File: config.mk
export PLATFORM = sky130hd
export DESIGN_NAME = programmable_delay_timer_controller
export DESIGN_NICKNAME = d
export VERILOG_FILES = /design/src/hdl/pdtc_pkg.sv /design/src/hdl/pdtc_hms.sv /design/src/hdl/programmable_delay_timer_controller.sv
export SDC_FILE = /design/constraint.sdc
export NUM_CORES = 1
export LEC_CHECK = 0
export BUFFER_PORTS_ARGS = -buffer_cell sky130_fd_sc_hd__buf_2
export CAP_MARGIN = 5
export CORE_AREA = 3 3 259 261
export DETAILED_ROUTE_END_ITERATION = 16
export DIE_AREA = 0 0 262 264
export MAX_ROUTING_LAYER = met4
export PLACE_DENSITY = 0.6
export REMOVE_ABC_BUFFERS = 1
export SYNTH_ARGS = -nofsm -noshare
export SYNTH_HDL_FRONTEND = slang
export SYNTH_HIERARCHICAL = 1
export SYNTH_SLANG_ARGS = --single-unit
File: constraint.sdc
create_clock -name clk -period 6.9 [get_ports clk]
set_clock_uncertainty 0.2 [all_clocks]
set_input_delay 0 -clock clk [delete_from_list [all_inputs] [get_ports clk]]
set_output_delay 0 -clock clk [all_outputs]
set_load 0.03 [all_outputs]
File: src/hdl/pdtc_pkg.sv
// shared constants, types and register codes for the programmable delay timer controller
// no dependencies; used by pdtc_hms and programmable_delay_timer_controller
`timescale 1ns / 1ps
`default_nettype none

package pdtc_pkg;

  // width of elapsed and setpoint counts in seconds
  localparam int TIME_WIDTH = 17;

  localparam int HOURS_WIDTH   = 5;
  localparam int MINUTES_WIDTH = 6;
  localparam int SECS_WIDTH    = 6;

  localparam int SEC_DIV_WIDTH    = 10;
  localparam int REF_DIV_WIDTH    = 8;
  localparam int LONG_PRESS_WIDTH = 3;

  // configuration port: data is as wide as the widest register (max_setpoint)
  localparam int CFG_INDEX_WIDTH = 2;
  localparam int CFG_DATA_WIDTH  = TIME_WIDTH;

  typedef enum logic [CFG_INDEX_WIDTH-1:0] {
    REG_SECOND_DIVISOR     = 2'd0,
    REG_REFRESH_DIVISOR    = 2'd1,
    REG_LONG_PRESS_SECONDS = 2'd2,
    REG_MAX_SETPOINT       = 2'd3
  } cfg_reg_t;

  localparam logic [SEC_DIV_WIDTH-1:0]    SECOND_DIVISOR_RST     = SEC_DIV_WIDTH'(490);
  localparam logic [REF_DIV_WIDTH-1:0]    REFRESH_DIVISOR_RST    = REF_DIV_WIDTH'(30);
  localparam logic [LONG_PRESS_WIDTH-1:0] LONG_PRESS_SECONDS_RST = LONG_PRESS_WIDTH'(2);
  localparam logic [TIME_WIDTH-1:0]       MAX_SETPOINT_RST       = TIME_WIDTH'(86399);

  // reciprocal constants for exact division of a TIME_WIDTH value by 60 and 3600:
  // the shift covers log2 of the divisor so the rounding error never reaches one
  localparam int MIN_SHIFT  = TIME_WIDTH + 6;
  localparam int HOUR_SHIFT = TIME_WIDTH + 12;
  localparam int PROD_WIDTH = HOUR_SHIFT + TIME_WIDTH;

  localparam logic [63:0] MIN_RECIP_FULL  = ((64'd1 << MIN_SHIFT) + 64'd59) / 64'd60;
  localparam logic [63:0] HOUR_RECIP_FULL = ((64'd1 << HOUR_SHIFT) + 64'd3599) / 64'd3600;

  localparam logic [TIME_WIDTH:0] MIN_RECIP  = MIN_RECIP_FULL[TIME_WIDTH:0];
  localparam logic [TIME_WIDTH:0] HOUR_RECIP = HOUR_RECIP_FULL[TIME_WIDTH:0];

  // load enables of the two conversion stages
  typedef struct packed {
    logic load_split;
    logic load_out;
  } pipe_ctrl_t;

endpackage

`default_nettype wire

File: src/hdl/pdtc_hms.sv
// two-stage conversion of a count of seconds into hours, minutes and seconds
// depends on pdtc_pkg
`timescale 1ns / 1ps
`default_nettype none

module pdtc_hms (
  input  logic                               clk,
  input  pdtc_pkg::pipe_ctrl_t               ctrl,
  input  logic [pdtc_pkg::TIME_WIDTH-1:0]    value,
  output logic [pdtc_pkg::HOURS_WIDTH-1:0]   hours,
  output logic [pdtc_pkg::MINUTES_WIDTH-1:0] minutes,
  output logic [pdtc_pkg::SECS_WIDTH-1:0]    secs
);
  import pdtc_pkg::*;

  logic [PROD_WIDTH-1:0] min_prod;
  logic [PROD_WIDTH-1:0] hour_prod;
  logic [TIME_WIDTH-1:0] value_q;
  logic [TIME_WIDTH-1:0] min_total;
  logic [TIME_WIDTH-1:0] hour_total;
  logic [TIME_WIDTH-1:0] min_x60;
  logic [TIME_WIDTH-1:0] hour_x60;
  logic [TIME_WIDTH-1:0] sec_rem;
  logic [TIME_WIDTH-1:0] min_rem;

  // value / 60 and value / 3600 by reciprocal multiply
  assign min_prod  = PROD_WIDTH'(value) * PROD_WIDTH'(MIN_RECIP);
  assign hour_prod = PROD_WIDTH'(value) * PROD_WIDTH'(HOUR_RECIP);

  // remainders stay below 60, so wrapping arithmetic is exact
  assign min_x60  = (min_total << 6) - (min_total << 2);
  assign hour_x60 = (hour_total << 6) - (hour_total << 2);
  assign sec_rem  = value_q - min_x60;
  assign min_rem  = min_total - hour_x60;

  always_ff @(posedge clk) begin
    if (ctrl.load_split) begin
      value_q    <= value;
      min_total  <= min_prod[MIN_SHIFT +: TIME_WIDTH];
      hour_total <= hour_prod[HOUR_SHIFT +: TIME_WIDTH];
    end
    if (ctrl.load_out) begin
      hours   <= hour_total[HOURS_WIDTH-1:0];
      minutes <= min_rem[MINUTES_WIDTH-1:0];
      secs    <= sec_rem[SECS_WIDTH-1:0];
    end
  end

endmodule

`default_nettype wire

File: src/hdl/programmable_delay_timer_controller.sv
// programmable on-delay timer relay controller: tick dividers, encoder, button, timing
// throughput: one item per cycle while the result channel is not stalled; three
//   register stages (state update, reciprocal multiply, remainder subtract), each
//   loads whenever the stage after it has room
// reset (rst, synchronous): registers back to defaults, all state and valid bits clear
// depends on pdtc_pkg and pdtc_hms
`timescale 1ns / 1ps
`default_nettype none

module programmable_delay_timer_controller (
  input  logic                                 clk,
  input  logic                                 rst,
  // configuration write port
  input  logic                                 cfg_write,
  input  logic [pdtc_pkg::CFG_INDEX_WIDTH-1:0] cfg_index,
  input  logic [pdtc_pkg::CFG_DATA_WIDTH-1:0]  cfg_data,
  // item channel
  input  logic                                 item_valid,
  output logic                                 item_stall,
  input  logic                                 tick,
  input  logic                                 encoder_clk,
  input  logic                                 encoder_dt,
  input  logic                                 button_level,
  // result channel
  output logic                                 result_valid,
  input  logic                                 result_stall,
  output logic                                 load_on,
  output logic                                 running,
  output logic                                 setup_mode,
  output logic                                 refresh,
  output logic [pdtc_pkg::TIME_WIDTH-1:0]      elapsed_total,
  output logic [pdtc_pkg::TIME_WIDTH-1:0]      setpoint_total,
  output logic [pdtc_pkg::HOURS_WIDTH-1:0]     elapsed_hours,
  output logic [pdtc_pkg::MINUTES_WIDTH-1:0]   elapsed_minutes,
  output logic [pdtc_pkg::SECS_WIDTH-1:0]      elapsed_secs,
  output logic [pdtc_pkg::HOURS_WIDTH-1:0]     set_hours,
  output logic [pdtc_pkg::MINUTES_WIDTH-1:0]   set_minutes,
  output logic [pdtc_pkg::SECS_WIDTH-1:0]      set_secs
);
  import pdtc_pkg::*;

  // per-beat status carried down the pipeline
  typedef struct packed {
    logic                  load;
    logic                  run;
    logic                  mode;
    logic                  refresh;
    logic [TIME_WIDTH-1:0] elapsed;
    logic [TIME_WIDTH-1:0] setpoint;
  } status_t;

  // configuration registers
  logic [SEC_DIV_WIDTH-1:0]    second_divisor;
  logic [REF_DIV_WIDTH-1:0]    refresh_divisor;
  logic [LONG_PRESS_WIDTH-1:0] long_press_seconds;
  logic [TIME_WIDTH-1:0]       max_setpoint;

  // controller state
  logic [SEC_DIV_WIDTH-1:0]    second_tick_count, second_tick_count_next;
  logic [REF_DIV_WIDTH-1:0]    refresh_tick_count, refresh_tick_count_next;
  logic                        second_pending, second_pending_next;
  logic                        press_second_pending, press_second_pending_next;
  logic                        refresh_pending, refresh_pending_next;
  logic                        encoder_armed, encoder_armed_next;
  logic [LONG_PRESS_WIDTH-1:0] held_seconds, held_seconds_next;
  logic                        short_press_flag, short_press_flag_next;
  logic                        long_press_flag, long_press_flag_next;
  logic                        run_flag, run_flag_next;
  logic                        mode_flag, mode_flag_next;
  logic                        load_flag, load_flag_next;
  logic [TIME_WIDTH-1:0]       elapsed_count, elapsed_count_next;
  logic [TIME_WIDTH-1:0]       setpoint_value, setpoint_value_next;

  // combinational helpers of the state update
  logic [SEC_DIV_WIDTH-1:0] sec_count_inc;
  logic [REF_DIV_WIDTH-1:0] ref_count_inc;
  logic                     enc_up;
  logic                     enc_down;
  logic                     short_event;
  logic                     refresh_out;
  status_t                  status_next;

  // pipeline stages
  logic       s1_valid;
  status_t    s1;
  logic       s2_valid;
  status_t    s2;
  pipe_ctrl_t pipe_ctrl;
  logic       take;
  logic       accept;

  // ---------------------------------------------------------------------------
  // handshake: every stage moves when the one after it has room, so a waiting
  // result still leaves the earlier stages free to fill
  // ---------------------------------------------------------------------------
  assign pipe_ctrl.load_out   = !result_valid || !result_stall;
  assign pipe_ctrl.load_split = !s2_valid || pipe_ctrl.load_out;
  assign take                 = !s1_valid || pipe_ctrl.load_split;
  assign item_stall           = !take;
  assign accept               = item_valid && take;

  // ---------------------------------------------------------------------------
  // configuration registers
  // ---------------------------------------------------------------------------
  always_ff @(posedge clk) begin
    if (rst) begin
      second_divisor     <= SECOND_DIVISOR_RST;
      refresh_divisor    <= REFRESH_DIVISOR_RST;
      long_press_seconds <= LONG_PRESS_SECONDS_RST;
      max_setpoint       <= MAX_SETPOINT_RST;
    end else if (cfg_write) begin
      case (cfg_reg_t'(cfg_index))
        REG_SECOND_DIVISOR:     second_divisor     <= cfg_data[SEC_DIV_WIDTH-1:0];
        REG_REFRESH_DIVISOR:    refresh_divisor    <= cfg_data[REF_DIV_WIDTH-1:0];
        REG_LONG_PRESS_SECONDS: long_press_seconds <= cfg_data[LONG_PRESS_WIDTH-1:0];
        REG_MAX_SETPOINT:       max_setpoint       <= cfg_data[TIME_WIDTH-1:0];
        default: ;
      endcase
    end
  end

  // ---------------------------------------------------------------------------
  // one control pass per item: dividers, encoder, button, timing and setpoint
  // ---------------------------------------------------------------------------
  always_comb begin
    sec_count_inc = second_tick_count + 1'b1;
    ref_count_inc = refresh_tick_count + 1'b1;

    second_tick_count_next    = second_tick_count;
    refresh_tick_count_next   = refresh_tick_count;
    second_pending_next       = second_pending;
    press_second_pending_next = press_second_pending;
    refresh_pending_next      = refresh_pending;
    encoder_armed_next        = encoder_armed;
    held_seconds_next         = held_seconds;
    short_press_flag_next     = short_press_flag;
    long_press_flag_next      = long_press_flag;
    run_flag_next             = run_flag;
    mode_flag_next            = mode_flag;
    load_flag_next            = load_flag;
    elapsed_count_next        = elapsed_count;
    setpoint_value_next       = setpoint_value;
    enc_up                    = 1'b0;
    enc_down                  = 1'b0;
    short_event               = 1'b0;

    // tick dividers; a counter that wraps to zero also fires, and divisor 0 acts as 1
    if (tick) begin
      if (sec_count_inc >= second_divisor || sec_count_inc == '0) begin
        second_tick_count_next    = '0;
        second_pending_next       = 1'b1;
        press_second_pending_next = 1'b1;
      end else begin
        second_tick_count_next = sec_count_inc;
      end
      if (ref_count_inc >= refresh_divisor || ref_count_inc == '0) begin
        refresh_tick_count_next = '0;
        refresh_pending_next    = 1'b1;
      end else begin
        refresh_tick_count_next = ref_count_inc;
      end
    end

    // encoder: clock low steps up, data low while disarmed steps down
    if (!encoder_clk) begin
      encoder_armed_next = 1'b1;
      enc_up             = 1'b1;
    end else if (!encoder_dt && !encoder_armed) begin
      encoder_armed_next = 1'b1;
      enc_down           = 1'b1;
    end
    if (encoder_clk && encoder_dt) begin
      encoder_armed_next = 1'b0;
    end

    // push button, active low
    if (!button_level) begin
      if (press_second_pending_next) begin
        if (held_seconds != '1) begin
          held_seconds_next = held_seconds + 1'b1;
        end
        press_second_pending_next = 1'b0;
      end
      if (held_seconds_next > long_press_seconds) begin
        long_press_flag_next = 1'b1;
      end else begin
        short_press_flag_next = 1'b1;
      end
    end else begin
      // release: a long press may also have set the short flag early in its hold
      if (short_press_flag) begin
        short_event           = 1'b1;
        short_press_flag_next = 1'b0;
        held_seconds_next     = '0;
      end
      if (long_press_flag) begin
        run_flag_next        = !run_flag;
        long_press_flag_next = 1'b0;
        held_seconds_next    = '0;
      end
    end
    if (short_event) begin
      mode_flag_next = !mode_flag;
    end

    if (run_flag_next) begin
      // a second left pending while idle is counted at once after start
      if (second_pending_next) begin
        if (elapsed_count != '1) begin
          elapsed_count_next = elapsed_count + 1'b1;
        end
        second_pending_next = 1'b0;
        load_flag_next      = elapsed_count_next <= setpoint_value;
        run_flag_next       = load_flag_next;
      end
    end else begin
      elapsed_count_next = '0;
      if (enc_up && setpoint_value < max_setpoint && setpoint_value != '1) begin
        setpoint_value_next = setpoint_value + 1'b1;
      end
      if (enc_down && setpoint_value != '0) begin
        setpoint_value_next = setpoint_value - 1'b1;
      end
    end

    // refresh is reported once and then dropped
    refresh_out          = refresh_pending_next;
    refresh_pending_next = 1'b0;

    status_next.load     = load_flag_next;
    status_next.run      = run_flag_next;
    status_next.mode     = mode_flag_next;
    status_next.refresh  = refresh_out;
    status_next.elapsed  = elapsed_count_next;
    status_next.setpoint = setpoint_value_next;
  end

  // ---------------------------------------------------------------------------
  // state and valid bits
  // ---------------------------------------------------------------------------
  always_ff @(posedge clk) begin
    if (rst) begin
      second_tick_count    <= '0;
      refresh_tick_count   <= '0;
      second_pending       <= 1'b0;
      press_second_pending <= 1'b0;
      refresh_pending      <= 1'b0;
      encoder_armed        <= 1'b0;
      held_seconds         <= '0;
      short_press_flag     <= 1'b0;
      long_press_flag      <= 1'b0;
      run_flag             <= 1'b0;
      mode_flag            <= 1'b0;
      load_flag            <= 1'b0;
      elapsed_count        <= '0;
      setpoint_value       <= '0;
      s1_valid             <= 1'b0;
      s2_valid             <= 1'b0;
      result_valid         <= 1'b0;
    end else begin
      if (accept) begin
        second_tick_count    <= second_tick_count_next;
        refresh_tick_count   <= refresh_tick_count_next;
        second_pending       <= second_pending_next;
        press_second_pending <= press_second_pending_next;
        refresh_pending      <= refresh_pending_next;
        encoder_armed        <= encoder_armed_next;
        held_seconds         <= held_seconds_next;
        short_press_flag     <= short_press_flag_next;
        long_press_flag      <= long_press_flag_next;
        run_flag             <= run_flag_next;
        mode_flag            <= mode_flag_next;
        load_flag            <= load_flag_next;
        elapsed_count        <= elapsed_count_next;
        setpoint_value       <= setpoint_value_next;
      end
      if (take) begin
        s1_valid <= accept;
      end
      if (pipe_ctrl.load_split) begin
        s2_valid <= s1_valid;
      end
      if (pipe_ctrl.load_out) begin
        result_valid <= s2_valid;
      end
    end
  end

  // ---------------------------------------------------------------------------
  // payload registers
  // ---------------------------------------------------------------------------
  always_ff @(posedge clk) begin
    if (take) begin
      s1 <= status_next;
    end
    if (pipe_ctrl.load_split) begin
      s2 <= s1;
    end
    if (pipe_ctrl.load_out) begin
      load_on        <= s2.load;
      running        <= s2.run;
      setup_mode     <= s2.mode;
      refresh        <= s2.refresh;
      elapsed_total  <= s2.elapsed;
      setpoint_total <= s2.setpoint;
    end
  end

  // hours, minutes and seconds follow the totals through stages two and three
  pdtc_hms u_elapsed_hms (
    .clk     (clk),
    .ctrl    (pipe_ctrl),
    .value   (s1.elapsed),
    .hours   (elapsed_hours),
    .minutes (elapsed_minutes),
    .secs    (elapsed_secs)
  );

  pdtc_hms u_setpoint_hms (
    .clk     (clk),
    .ctrl    (pipe_ctrl),
    .value   (s1.setpoint),
    .hours   (set_hours),
    .minutes (set_minutes),
    .secs    (set_secs)
  );

endmodule

`default_nettype wire

==> out/results.md, run 1 <==
| Quantity | Value | Unit |
|:---|:---|:---|
| Status | complete, no violations | - |
| Total CTS buffers | 37 | - |
| Share of the core filled with cells | 46.0 | % |
| Leakage power summed over all cells | 15.8 | nW |
| Fraction of synthesized area in multiplexers | 0.697 | % |
| Share of the clock period used by the worst path after layout | 87.8 | % |
| Part of the Yosys area used for sequential elements | 28.4 | % |
| Overall track demand over capacity in global routing | 19.4 | % |
| Placer congestion estimate | 0.910 | - |
| Starting utilization of the core area | 41.0 | % |
| Int Power | 0.00360 | W |
| Crit. End Element | flip-flop | - |
| Fraction of synthesized cell area in xor and xnor cells | 3.43 | % |
| Yosys reg bits | 286 | - |
| Complex-gate fraction of the synthesized area | 9.58 | % |
| Fin Hold WS | 0.0947 | ns |
| Port bufs | 101 | - |
| CP startpoint kind | flip-flop | - |
| Largest net degree at the start of global routing | 79 | - |
| Min Tclk post-route | 6.06 | ns |
| Crit path kind | reg -> reg | - |
| Vert. Die Dim | 264 | um |
| Root Driver | sky130_fd_sc_hd__clkbuf_16 | - |
| Die footprint | 69,200 | sq um |
| Measured slew at the worst slew-check pin | 1.19 | ns |
| Logic pwr share | 23.0 | % |
| Switching share of power | 30.9 | % |
| Setup TNS after final layout | 0 | ns |
| Largest family of logic cells by synthesized area | adder cells | - |
| Simple-gate portion of the synthesized area | 8.63 | % |
| Peak Freq | 0.165 | GHz |
| Most common library cell in the layout ignoring fill and taps | sky130_fd_sc_hd__ha_1 | - |
| Highest routed layer | met4 | - |
| Dominant synthesized flop cell | sky130_fd_sc_hd__edfxtp_1 | - |
| Layout cell share with drive strength beyond 1 | 8.24 | % |
| Total detailed-routing wirelength | 63.9 | mm |
| Clk pin slew, worst setup/hold paths | 0.06 | ns |
| Syn Std Cell Area | 26,500 | sq um |
| Initial antenna violation count | 2 | - |
| Antenna diode count | 0 | - |
| Post-synth EDFFs | 182 | - |
| Setup fix buffers added after clock tree synthesis | 0 | - |
| 1st-iter DRT viols | 1,009 | - |
| WL met2 | 29.7 | mm |
| Setup repair after global routing missed its margin | no | - |
| Worst-case vdd ir drop | 139 | uV |
| Fraction of registers with async set/reset | 0 | % |
| Per-instance average area after synthesis | 10.3 | sq um |
| Depth of the CTS H-tree | 2 | - |
| First-pass GRT wire length | 104 | mm |
| Number of sinks handled by clock tree synthesis | 286 | - |
| Synth unique cells | 94 | - |
| Required time at the endpoint of the critical path | 7.01 | ns |
| Power share of the sequential group | 38.5 | % |
| Number of rows in the core area | 93 | - |
| Proportion of power drawn by the clock network | 38.5 | % |
| Antenna-violating nets left | 0 | - |
| Hpwl dp | 50.3 | mm |
| Max FO, Critical Path | 9 | - |
| Wire per inst | 17.8 | um |
| Clock network latency to the later pin of the worst-skew pair | 0.56 | ns |
| Met3 layer wire length in the routed design | 2.85 | mm |
| Total count of hold-check failures in the final report | 0 | - |
| Adder-cell area share of the yosys netlist | 40.9 | % |
| Number of cells in the design after placement | 3,489 | - |
| DRT Pass-1 Iters | 7 | - |
| Max-Slew Margin vs Limit | 20.2 | % |
| Width of the die | 262 | um |
| Total core area | 64,700 | sq um |
| Net total in the final layout | 3,486 | - |
| Leading cell types in the layout, fill and taps excluded | sky130_fd_sc_hd__ha_1, sky130_fd_sc_hd__inv_1, sky130_fd_sc_hd__fa_1, sky130_fd_sc_hd__edfxtp_1, sky130_fd_sc_hd__nand2_1 | - |
| Power spent charging and discharging nets | 0.00161 | W |
| TritonCTS clock tree | done | - |
| Reported max-cap violation count | 0 | - |
| Power, Total | 0.00521 | W |
| Overall overflow remaining after global route | 0 | - |
| Yosys synthesis warning count | 6 | - |
| Final routed DRC violation total | 0 | - |
| HP Class | in -> reg | - |
| Area growth syn-to-layout | 12.1 | % |
| Final std cells w/o fill | 3,597 | - |
| IO Count | 102 | - |
| Vias/cell | 5.20 | - |
| Ratio of total power to cell area | 175 | nW/um^2 |
| Number of max-slew violations in the final report | 0 | - |
| Arrival time at the worst endpoint | 6.17 | ns |
| Via count | 18,689 | - |
| Deepest clock path buffer count | 3 | - |
| Final setup violation count | 0 | - |
| Via count of the first global-routing pass | 19,392 | - |
| Gate count of the mapped netlist | 2,569 | - |
| Detailed-routing wirelength on met1 | 29.8 | mm |
## critical path, stage by stage, from the launching register on
cell	delay [ns]
sky130_fd_sc_hd__edfxtp_1	0.60
sky130_fd_sc_hd__inv_1	0.15
sky130_fd_sc_hd__ha_1	0.31
sky130_fd_sc_hd__inv_1	0.04
sky130_fd_sc_hd__ha_1	0.37
sky130_fd_sc_hd__fa_1	0.53
sky130_fd_sc_hd__inv_1	0.07
sky130_fd_sc_hd__fa_1	0.53
sky130_fd_sc_hd__inv_1	0.06
sky130_fd_sc_hd__fa_1	0.53
sky130_fd_sc_hd__inv_1	0.05
sky130_fd_sc_hd__fa_1	0.53
sky130_fd_sc_hd__inv_1	0.04
sky130_fd_sc_hd__ha_1	0.30
sky130_fd_sc_hd__nand4_1	0.12
sky130_fd_sc_hd__nor2_1	0.08
sky130_fd_sc_hd__a221o_1	0.31
sky130_fd_sc_hd__a311oi_2	0.49
sky130_fd_sc_hd__o21ai_2	0.13
sky130_fd_sc_hd__a211o_1	0.28
sky130_fd_sc_hd__o211a_1	0.11
## path summary, 6_finish.rpt
| kind | from | to | slack (ns) | depth (start not counted) |
|---|---|---|---|---|
| worst max-delay path | s1[9] | u_setpoint_hms/hour_total[4] | 0.84 | 20 |
| worst min-delay path | cfg_data[5] | max_setpoint[5] | 0.09 | 4 |
| worst max register to register | s1[9] | u_setpoint_hms/hour_total[4] | 0.84 | 20 |
| worst min register to register | s2[35] | setup_mode | 0.21 | 0 |
## power groups by stage
stage	logic, W	clock network [W]	registers (W)
global placement	0.00116	0	0.00204
CTS	0.00121	0.00208	0.00201
floorplan	0.000752	0	0.00211
finish	0.00120	0.00201	0.00200
global route	0.00139	0.00214	0.00202
detailed placement	0.00118	0	0.00204
## through the flow
stage	area [sq um]	worst slack [ns]
after CTS	29800	0.799
after floorplan	26300	1.36
after global placement	28100	0.867
final	29800	0.839
after global routing	29800	0.534
after detailed placement	28100	0.824
## flip-flops by register name, indices dropped and copies added (netlist names), 5 cells and up
register,flops
u_elapsed_hms/min_total,6
u_setpoint_hms/hour_total,5
u_setpoint_hms/minutes,6
s1,38
elapsed_count,17
u_setpoint_hms/value_q,6
refresh_divisor,8
u_elapsed_hms/value_q,6
u_elapsed_hms/secs,6
u_elapsed_hms/hours,5
u_setpoint_hms/min_total,6
setpoint_total,17
u_elapsed_hms/hour_total,5
s2,38
refresh_tick_count,8
u_setpoint_hms/hours,5
u_setpoint_hms/secs,6
u_elapsed_hms/minutes,6
setpoint_value,17
second_tick_count,10
max_setpoint,17
elapsed_total,17
second_divisor,10
## routing by layer
metal	up-vias	track usage (%)
li1	9083	-
met1	9114	26.0
met2	406	31.1
met3	86	2.44
met4	0	4.99
met5	-	-
## cells by family (layout without fill, tap and decap cells)
kind of cell | Yosys count | count (layout)
xor gates and xnor gates | 104 | 104
adders and majority gates | 743 | 743
AOI/OAI and AO/OA | 374 | 374
and+or+nand+nor | 456 | 456
muxes | 18 | 18
DFF | 286 | 286
buffers and inverters | 588 | 761
## repair_timing
item / 4_1_cts / 5_1_grt
gates resized for setup: 0 / 0
hold buffers: 42 / 0
endpoints found under the setup margin: 0 / 0
endpoints found under the hold margin: 53 / 0
## area by class of cell
type	count	area (sq um)
well taps	855	1070
inverters	534	2000
flip-flops and latches	286	7550
fillers	6111	34900
clock inverters	18	168
repair buffers	161	1060
clock buffers	48	1100
multi-input cells	1695	16800
## synthesized netlist by cell type, drive strengths merged (7+ instances only)
master  count  area [sq um]
ha        535          6690
inv       533          2000
fa        208          4160
edfxtp    182          5470
nand2     125           469
a21oi     105           537
dfxtp     104          2080
nor2      104           390
xnor2      83           727
o21ai      69           353
nand3      65           330
clkbuf     45           169
o211ai     44           330
nand4      36           262
a21o       29           218
nor3       29           150
xor2       21           184
a211oi     18           140
a31oi      17           128
and3       17           113
or3        15          93.8
mux2i      14           140
a311oi      9          85.1
and2        9          57.6
buf         9          41.3
nor4        9          62.6
o41ai       9           105
and4        8          72.6
o21a        8          60.1
or2         7          43.8
Note: power is estimated with default switching activity, not from simulation.
==> inputs of run 2 (changes only) <==
CAP_MARGIN = not set   (was 5)
CELL_PAD_IN_SITES_DETAIL_PLACEMENT = 2   (was not set)
CELL_PAD_IN_SITES_GLOBAL_PLACEMENT = 2   (was not set)
PLACE_DENSITY = 0.83   (was 0.6)
==> run 2 against run 1 <==
- critical path depth unchanged
- first-iteration DRC count increased by 1.4%
- hold slack got worse by 0.073 ns
- clock-buffer cell count decreased by 1
- wire length increased by 42%
- sequential cell count unchanged
- register-to-register slack got worse by 0.51 ns
- critical path type unchanged
- critical endpoint is now u_setpoint_hms/hour_total[3]
- highest routed layer unchanged
==> out/results.md, run 2 (synthesized netlist as in run 1, its figures left out) <==
| Quantity | Value | Unit |
|:---|:---|:---|
| Status | complete, no violations | - |
| Starting utilization of the core area | 41.0 | % |
| Final worst-path setup slack | 0.327 | ns |
| Deepest clock path buffer count | 3 | - |
| Critical path, cell by cell | inv_1, ha_1, inv_1, ha_1, fa_1, inv_1, fa_1, inv_1, fa_1, inv_1, fa_1, inv_1, ha_1, nand4_1, nor2_1, a221o_1, a311oi_2, o21ai_2, a31oi_1, xnor2_1 | - |
| Final routed DRC violation total | 0 | - |
| Setup slack on the worst flop-to-flop path | 0.33 | ns |
| Setup TNS after final layout | 0 | ns |
| Most common library cell in the layout ignoring fill and taps | sky130_fd_sc_hd__ha_1 | - |
| Clk pin slew, worst setup/hold paths | 0.07 | ns |
| Max FO, Critical Path | 9 | - |
| Critical path's slowest cell | sky130_fd_sc_hd__edfxtp_1 | - |
| Overall track demand over capacity in global routing | 27.2 | % |
| Antenna-violating nets left | 0 | - |
| Number of max-slew violations in the final report | 0 | - |
| Buf+Inv Stages, Crit Path | 6 | - |
| Combined area of the multi-input logic cells | 16,800 | sq um |
| Via count of the first global-routing pass | 23,432 | - |
| Crit. End Element | flip-flop | - |
| Cell with the most instances on the worst path | sky130_fd_sc_hd__inv_1 | - |
| Root Driver | sky130_fd_sc_hd__clkbuf_16 | - |
| HP Class | in -> reg | - |
| Reg-to-reg startpoint | s1[9] | - |
| Startpoint of the lowest-slack hold path | cfg_data[14] | - |
| Maximum cell stage delay along the critical path | 0.65 | ns |
| Die footprint | 69,200 | sq um |
| Final setup violation count | 0 | - |
| First-pass GRT wire length | 140 | mm |
| CP startpoint kind | flip-flop | - |
| Setup fix buffers added after clock tree synthesis | 0 | - |
| Largest net degree at the start of global routing | 73 | - |
| IO Count | 102 | - |
| Worst Hold Depth | 4 | - |
| Port bufs | 101 | - |
| Number of fillers in the final layout | 6,772 | - |
| Largest registers | s1 (38), s2 (38) | - |
| Number of sinks handled by clock tree synthesis | 286 | - |
| Worst reg-to-reg path cell count | 20 | - |
| Clock network latency to the later pin of the worst-skew pair | 0.58 | ns |
| DRT Pass-1 Iters | 5 | - |
| Hpwl dp | 68.7 | mm |
| Hold-critical path endpoint | max_setpoint[14] | - |
| Capture instance of the worst register-to-register path | u_setpoint_hms/hour_total[3] | - |
| Setup repair after global routing missed its margin | no | - |
| Min Tclk post-route | 6.57 | ns |
| Leakage power summed over all cells | 15.8 | nW |
| Crit path kind | reg -> reg | - |
| Required time at the endpoint of the critical path | 7.02 | ns |
| Vert. Die Dim | 264 | um |
| Vias/cell | 5.57 | - |
| Final std cells w/o fill | 3,602 | - |
| Layout cell share with drive strength beyond 1 | 8.20 | % |
| Depth of the CTS H-tree | 2 | - |
| Total core area | 64,700 | sq um |
| TritonCTS clock tree | done | - |
| Arrival time at the worst endpoint | 6.69 | ns |
| Wire per inst | 25.1 | um |
| Max-Slew Margin vs Limit | 16.1 | % |
| Total count of hold-check failures in the final report | 0 | - |
| Width of the die | 262 | um |
| Number of rows in the core area | 93 | - |
| Worst-case vdd ir drop | 168 | uV |
| Reported max-cap violation count | 0 | - |
| Initial antenna violation count | 1 | - |
| Overall overflow remaining after global route | 0 | - |
| Net total in the final layout | 3,488 | - |
| Ratio of total power to cell area | 185 | nW/um^2 |
| Total CTS buffers | 39 | - |
| Fin Hold WS | 0.0215 | ns |
| Via count | 20,057 | - |
| Worst slack at placement | 0.602 | ns |
| Sequential cell area | 7550 | sq um |
| 1st-iter DRT viols | 1,023 | - |
| Number of cells in the design after placement | 3,488 | - |
| Area growth syn-to-layout | 12.3 | % |
| Measured slew at the worst slew-check pin | 1.25 | ns |
| Placer congestion estimate | 0.898 | - |
| Peak Freq | 0.152 | GHz |
| Total detailed-routing wirelength | 90.6 | mm |
| Delay-heaviest family, CP | adder cells | - |
| Logic depth of the worst setup path including buffers | 20 | - |
| Share of the clock period used by the worst path after layout | 95.3 | % |
| Leading cell types in the layout, fill and taps excluded | sky130_fd_sc_hd__ha_1, sky130_fd_sc_hd__inv_1, sky130_fd_sc_hd__fa_1, sky130_fd_sc_hd__edfxtp_1, sky130_fd_sc_hd__nand2_1 | - |
==> run 2: metal layers <==
| metal | track usage [%] | up-vias | wire length [um] |
|---|---|---|---|
| met1 | 31.1 | 10329 | 36600 |
| met3 | 3.96 | 217 | 3590 |
| met5 | - | - | 0 |
| li1 | - | 9078 | - |
| met2 | 48.1 | 433 | 46600 |
| met4 | 10.3 | 0 | 3770 |
==> run 2: worst register-to-register path: stages, from the launching register on <==
cell                       delay (ns)
sky130_fd_sc_hd__edfxtp_1        0.65
sky130_fd_sc_hd__inv_1           0.19
sky130_fd_sc_hd__ha_1            0.33
sky130_fd_sc_hd__inv_1           0.06
sky130_fd_sc_hd__ha_1            0.41
sky130_fd_sc_hd__fa_1            0.56
sky130_fd_sc_hd__inv_1           0.07
sky130_fd_sc_hd__fa_1            0.53
sky130_fd_sc_hd__inv_1           0.06
sky130_fd_sc_hd__fa_1            0.54
sky130_fd_sc_hd__inv_1           0.07
sky130_fd_sc_hd__fa_1            0.55
sky130_fd_sc_hd__inv_1           0.05
sky130_fd_sc_hd__ha_1            0.30
sky130_fd_sc_hd__nand4_1         0.14
sky130_fd_sc_hd__nor2_1          0.10
sky130_fd_sc_hd__a221o_1         0.32
sky130_fd_sc_hd__a311oi_2        0.60
sky130_fd_sc_hd__o21ai_2         0.18
sky130_fd_sc_hd__a31oi_1         0.31
sky130_fd_sc_hd__xnor2_1         0.12
==> run 2: worst max-delay path by stage <==
stage	from	endpoint	slack (ns)
5_1_grt	s1[9]	u_setpoint_hms/hour_total[3]	0.23
6_report	s1[9]	u_setpoint_hms/hour_total[3]	0.33
4_1_cts	s1[9]	u_setpoint_hms/hour_total[3]	0.41
3_3_place_gp	s1[9]	u_setpoint_hms/hour_total[4]	0.81
2_1_floorplan	s1[26]	u_elapsed_hms/hour_total[4]	1.36
3_5_place_dp	s1[9]	u_setpoint_hms/hour_total[4]	0.60
==> run 2: cell type report <==
| type | count | share of cell area (%) |
|---|---|---|
| Tap cell | 855 | 3.59 |
| Timing Repair Buffer | 161 | 3.57 |
| Sequential cell | 286 | 25.3 |
| Clock inverter | 22 | 0.856 |
| Inverter | 534 | 6.72 |
| Clock buffer | 47 | 3.55 |
| Multi-Input combinational cell | 1695 | 56.4 |
| Antenna cell | 2 | 0.0168 |
==> run 2: report_power, final <==
group	internal, W	leakage, nW	total [W]	switching (W)
clock	0.00125	0.640	0.00213	0.000876
sequential	0.00193	3.05	0.00202	0.0000948
combinational	0.000511	12.1	0.00138	0.000865
total	0.00369	15.8	0.00553	0.00184
==> run 2: metrics by stage <==
| stage | instance area, sq um | util (%) | power, W |
|---|---|---|---|
| after floorplan | 26300 | - | 0.00286 |
| after global placement | 28100 | 43.4 | 0.00321 |
| after detailed placement | 28100 | 43.4 | 0.00336 |
| after CTS | 29800 | 46.1 | 0.00558 |
| after global routing | 29800 | 46.1 | 0.00581 |
| final | 29800 | 46.1 | 0.00553 |
==> run 2: repair_timing <==
item,in CTS,in global routing
hold buffers,43,0
resized for setup,0,0
endpoints found under the hold margin,76,0
==> inputs of run 3 (changes only) <==
ABC_AREA = 1   (was not set)
CORE_AREA = 3 3 272 274   (was 3 3 259 261)
DIE_AREA = 0 0 275 277   (was 0 0 262 264)
PLACE_DENSITY = 0.87   (was 0.83)
==> run 3 against run 2 <==
- setup slack better by 0.23 ns
- combinational power rose to 4.0 times the previous value
- via count up 30%
- wire length grew 47%
- first-iteration DRC count is 89% higher
- sequential cell count unchanged
- fmax is 3.6% higher
- critical path type unchanged
- hold slack improved by 0.059 ns
- highest routed layer unchanged
- core utilization fell by 1.2 points
==> out/results.md, run 3 <==
| Quantity | Value | Unit |
|:---|:---|:---|
| Status | complete, no violations | - |
| Leading area contributor after synthesis | sky130_fd_sc_hd__ha_1 | - |
| Total detailed-routing wirelength | 133 | mm |
| Depth of the CTS H-tree | 2 | - |
| Reported max-cap violation count | 0 | - |
| Syn Std Cell Area | 28,700 | sq um |
| Startpoint of the lowest-slack hold path | cfg_data[11] | - |
| Vert. Die Dim | 277 | um |
| DRT Pass-1 Iters | 5 | - |
| Clock network latency to the later pin of the worst-skew pair | 0.61 | ns |
| Port bufs | 101 | - |
| Leakage power summed over all cells | 17.7 | nW |
| Final std cells w/o fill | 4,486 | - |
| Delay-heaviest family, CP | adder cells | - |
| Measured slew at the worst slew-check pin | 1.04 | ns |
| Vias/cell | 5.83 | - |
| Leading cell types in the layout, fill and taps excluded | sky130_fd_sc_hd__inv_1, sky130_fd_sc_hd__nand2_1, sky130_fd_sc_hd__ha_1, sky130_fd_sc_hd__fa_1, sky130_fd_sc_hd__a21oi_1 | - |
| Number of rows in the core area | 98 | - |
| Final setup violation count | 0 | - |
| First-pass GRT wire length | 197 | mm |
| Max-Slew Margin vs Limit | 30.8 | % |
| Overall track demand over capacity in global routing | 35.6 | % |
| Post-CTS resize count | 0 | - |
| Buf+Inv Stages, Crit Path | 6 | - |
| Worst reg-to-reg path cell count | 20 | - |
| Total CTS buffers | 39 | - |
| Capture instance of the worst register-to-register path | u_elapsed_hms/hour_total[2] | - |
| Fraction of registers with async set/reset | 0 | % |
| Synth area leaders | sky130_fd_sc_hd__ha_1, sky130_fd_sc_hd__edfxtp_1, sky130_fd_sc_hd__fa_1 | - |
| Largest registers | s1 (38), s2 (38) | - |
| Share of Yosys cell area claimed by the top area cell type | 23.3 | % |
| Arrival time at the worst endpoint | 6.48 | ns |
| Part of the Yosys area used for sequential elements | 26.3 | % |
| Reg-to-reg startpoint | s1[26] | - |
| Hold-critical path endpoint | max_setpoint[11] | - |
| Most common library cell in the layout ignoring fill and taps | sky130_fd_sc_hd__inv_1 | - |
| Number of fillers in the final layout | 7,892 | - |
| Width of the die | 275 | um |
| Peak Freq | 0.158 | GHz |
| Placer congestion estimate | 0.902 | - |
| Required time at the endpoint of the critical path | 7.04 | ns |
| Deepest clock path buffer count | 3 | - |
| Final routed DRC violation total | 0 | - |
| Initial antenna violation count | 6 | - |
| Maximum cell stage delay along the critical path | 0.73 | ns |
| Summed area of non-filler cells in the final layout | 32,100 | sq um |
| Per-instance average area after synthesis | 8.58 | sq um |
| Ratio of total power to cell area | 313 | nW/um^2 |
| Overall overflow remaining after global route | 0 | - |
| CP startpoint kind | flip-flop | - |
| Setup slack on the worst flop-to-flop path | 0.56 | ns |
| Critical path's slowest cell | sky130_fd_sc_hd__edfxtp_1 | - |
| Post-synth EDFFs | 182 | - |
| HP Class | in -> reg | - |
| Net total in the final layout | 4,273 | - |
| Cell with the most instances on the worst path | sky130_fd_sc_hd__inv_1 | - |
| Placement Cell Area | 30,300 | sq um |
| Number of cells in the design after placement | 4,368 | - |
| Crit. End Element | flip-flop | - |
| Setup fix buffers added after clock tree synthesis | 0 | - |
| Synth unique cells | 50 | - |
| Via count | 26,165 | - |
| Setup repair after global routing missed its margin | no | - |
| Worst-case vdd ir drop | 270 | uV |
| Die footprint | 76,200 | sq um |
| TritonCTS clock tree | done | - |
| Largest net degree at the start of global routing | 64 | - |
| Yosys synthesis warning count | 6 | - |
| Total count of hold-check failures in the final report | 0 | - |
| Worst slack at placement | 1.03 | ns |
| Max FO, Critical Path | 9 | - |
| Number of sinks handled by clock tree synthesis | 286 | - |
| Yosys reg bits | 286 | - |
| IO Count | 102 | - |
| Worst Hold Depth | 4 | - |
| Antenna-violating nets left | 0 | - |
| Via count of the first global-routing pass | 30,712 | - |
| Dominant synthesized flop cell | sky130_fd_sc_hd__edfxtp_1 | - |
| Wire per inst | 29.6 | um |
| Critical path, cell by cell | inv_1, ha_1, inv_1, ha_1, fa_1, inv_1, fa_1, inv_1, fa_1, inv_1, fa_1, inv_1, ha_1, nand3_1, nor3b_1, nand2_1, nor2_1, nand2_1, nand3_1, nand2_1 | - |
| Number of max-slew violations in the final report | 0 | - |
| Hpwl dp | 91.9 | mm |
| Layout cell share with drive strength beyond 1 | 7.25 | % |
| Leading post-synthesis cells by instance count | sky130_fd_sc_hd__inv_1, sky130_fd_sc_hd__nand2_1, sky130_fd_sc_hd__ha_1, sky130_fd_sc_hd__fa_1, sky130_fd_sc_hd__a21oi_1 | - |
| Area growth syn-to-layout | 11.9 | % |
| Starting utilization of the core area | 40.1 | % |
| Final worst-path setup slack | 0.557 | ns |
| Min Tclk post-route | 6.34 | ns |
| Root Driver | sky130_fd_sc_hd__clkbuf_16 | - |
| Most numerous cell in the Yosys netlist | sky130_fd_sc_hd__inv_1 | - |
| Share of the clock period used by the worst path after layout | 91.9 | % |
| Crit path kind | reg -> reg | - |
| Gate count of the mapped netlist | 3,343 | - |
| 1st-iter DRT viols | 1,936 | - |
| Total core area | 71,600 | sq um |
| Clk pin slew, worst setup/hold paths | 0.07 | ns |
==> run 3: metrics by stage <==
stage | utilization (%) | power, W | hold slack [ns] | TNS [ns]
after global placement | 42.3 | 0.00654 | 0.0217 | 0
after CTS | 44.8 | 0.00994 | 0.0239 | 0
after detailed placement | 42.3 | 0.00723 | 0.0395 | 0
after floorplan | - | 0.00530 | -0.131 | -1.59
after global routing | 44.9 | 0.0105 | 0.111 | 0
final | 44.9 | 0.0101 | 0.0805 | 0
==> run 3: where the power goes <==
part           total, W  switching [W]  internal (W)
clock network   0.00227       0.000953       0.00132
logic           0.00550        0.00374       0.00176
registers       0.00229       0.000230       0.00206
==> run 3: worst max path at each step <==
stage / from / to / cells past startpoint / slack [ns]
6_report: s1[26] / u_elapsed_hms/hour_total[2] / 20 / 0.56
5_1_grt: s1[26] / u_elapsed_hms/hour_total[2] / 20 / 0.45
4_1_cts: s1[26] / u_elapsed_hms/hour_total[2] / 20 / 0.65
3_5_place_dp: s1[26] / u_elapsed_hms/hour_total[2] / 20 / 1.03
3_3_place_gp: s1[26] / u_elapsed_hms/hour_total[0] / 20 / 1.52
2_1_floorplan: result_valid / refresh_tick_count[0] / 10 / -0.21
==> run 3: tightest hold or removal path: cells and delay by family <==
| family | cells | cell delay (ns) |
|---|---|---|
| buf+inv | 2 | 0.63 |
| compound gates | 2 | 0.19 |
==> run 3: what timing repair did <==
item,CTS,global route
endpoints found under the hold margin,95,0
hold buffers,43,0
endpoints found under the setup margin,0,0
==> run 3: routing by layer <==
metal	part of all wire (%)	vias up	track usage (%)
met5	0	-	-
met4	7.7	0	23.1
met3	5.5	586	6.08
met2	50	1249	61.9
met1	36	13254	36.9
li1	-	11076	-
==> run 3: cell type report <==
type,instances,area (sq um),share of cell area (%)
Tap cell,950,1190,3.70
Clock inverter,24,270,0.841
Sequential cell,286,7550,23.5
Antenna cell,4,10.0,0.0312
Clock buffer,47,1090,3.39
Timing Repair Buffer,158,1040,3.24
Multi-Input combinational cell,2243,18100,56.2
Inverter,774,2910,9.05
==> run 3: logic make-up after synthesis <==
group	synth area share [%]
compound gates	7.79
xor+xnor	1.19
fa+ha+maj	37.8
buf+inv	10.8
flops	26.3
mux	0.0349
simple gates	16.1
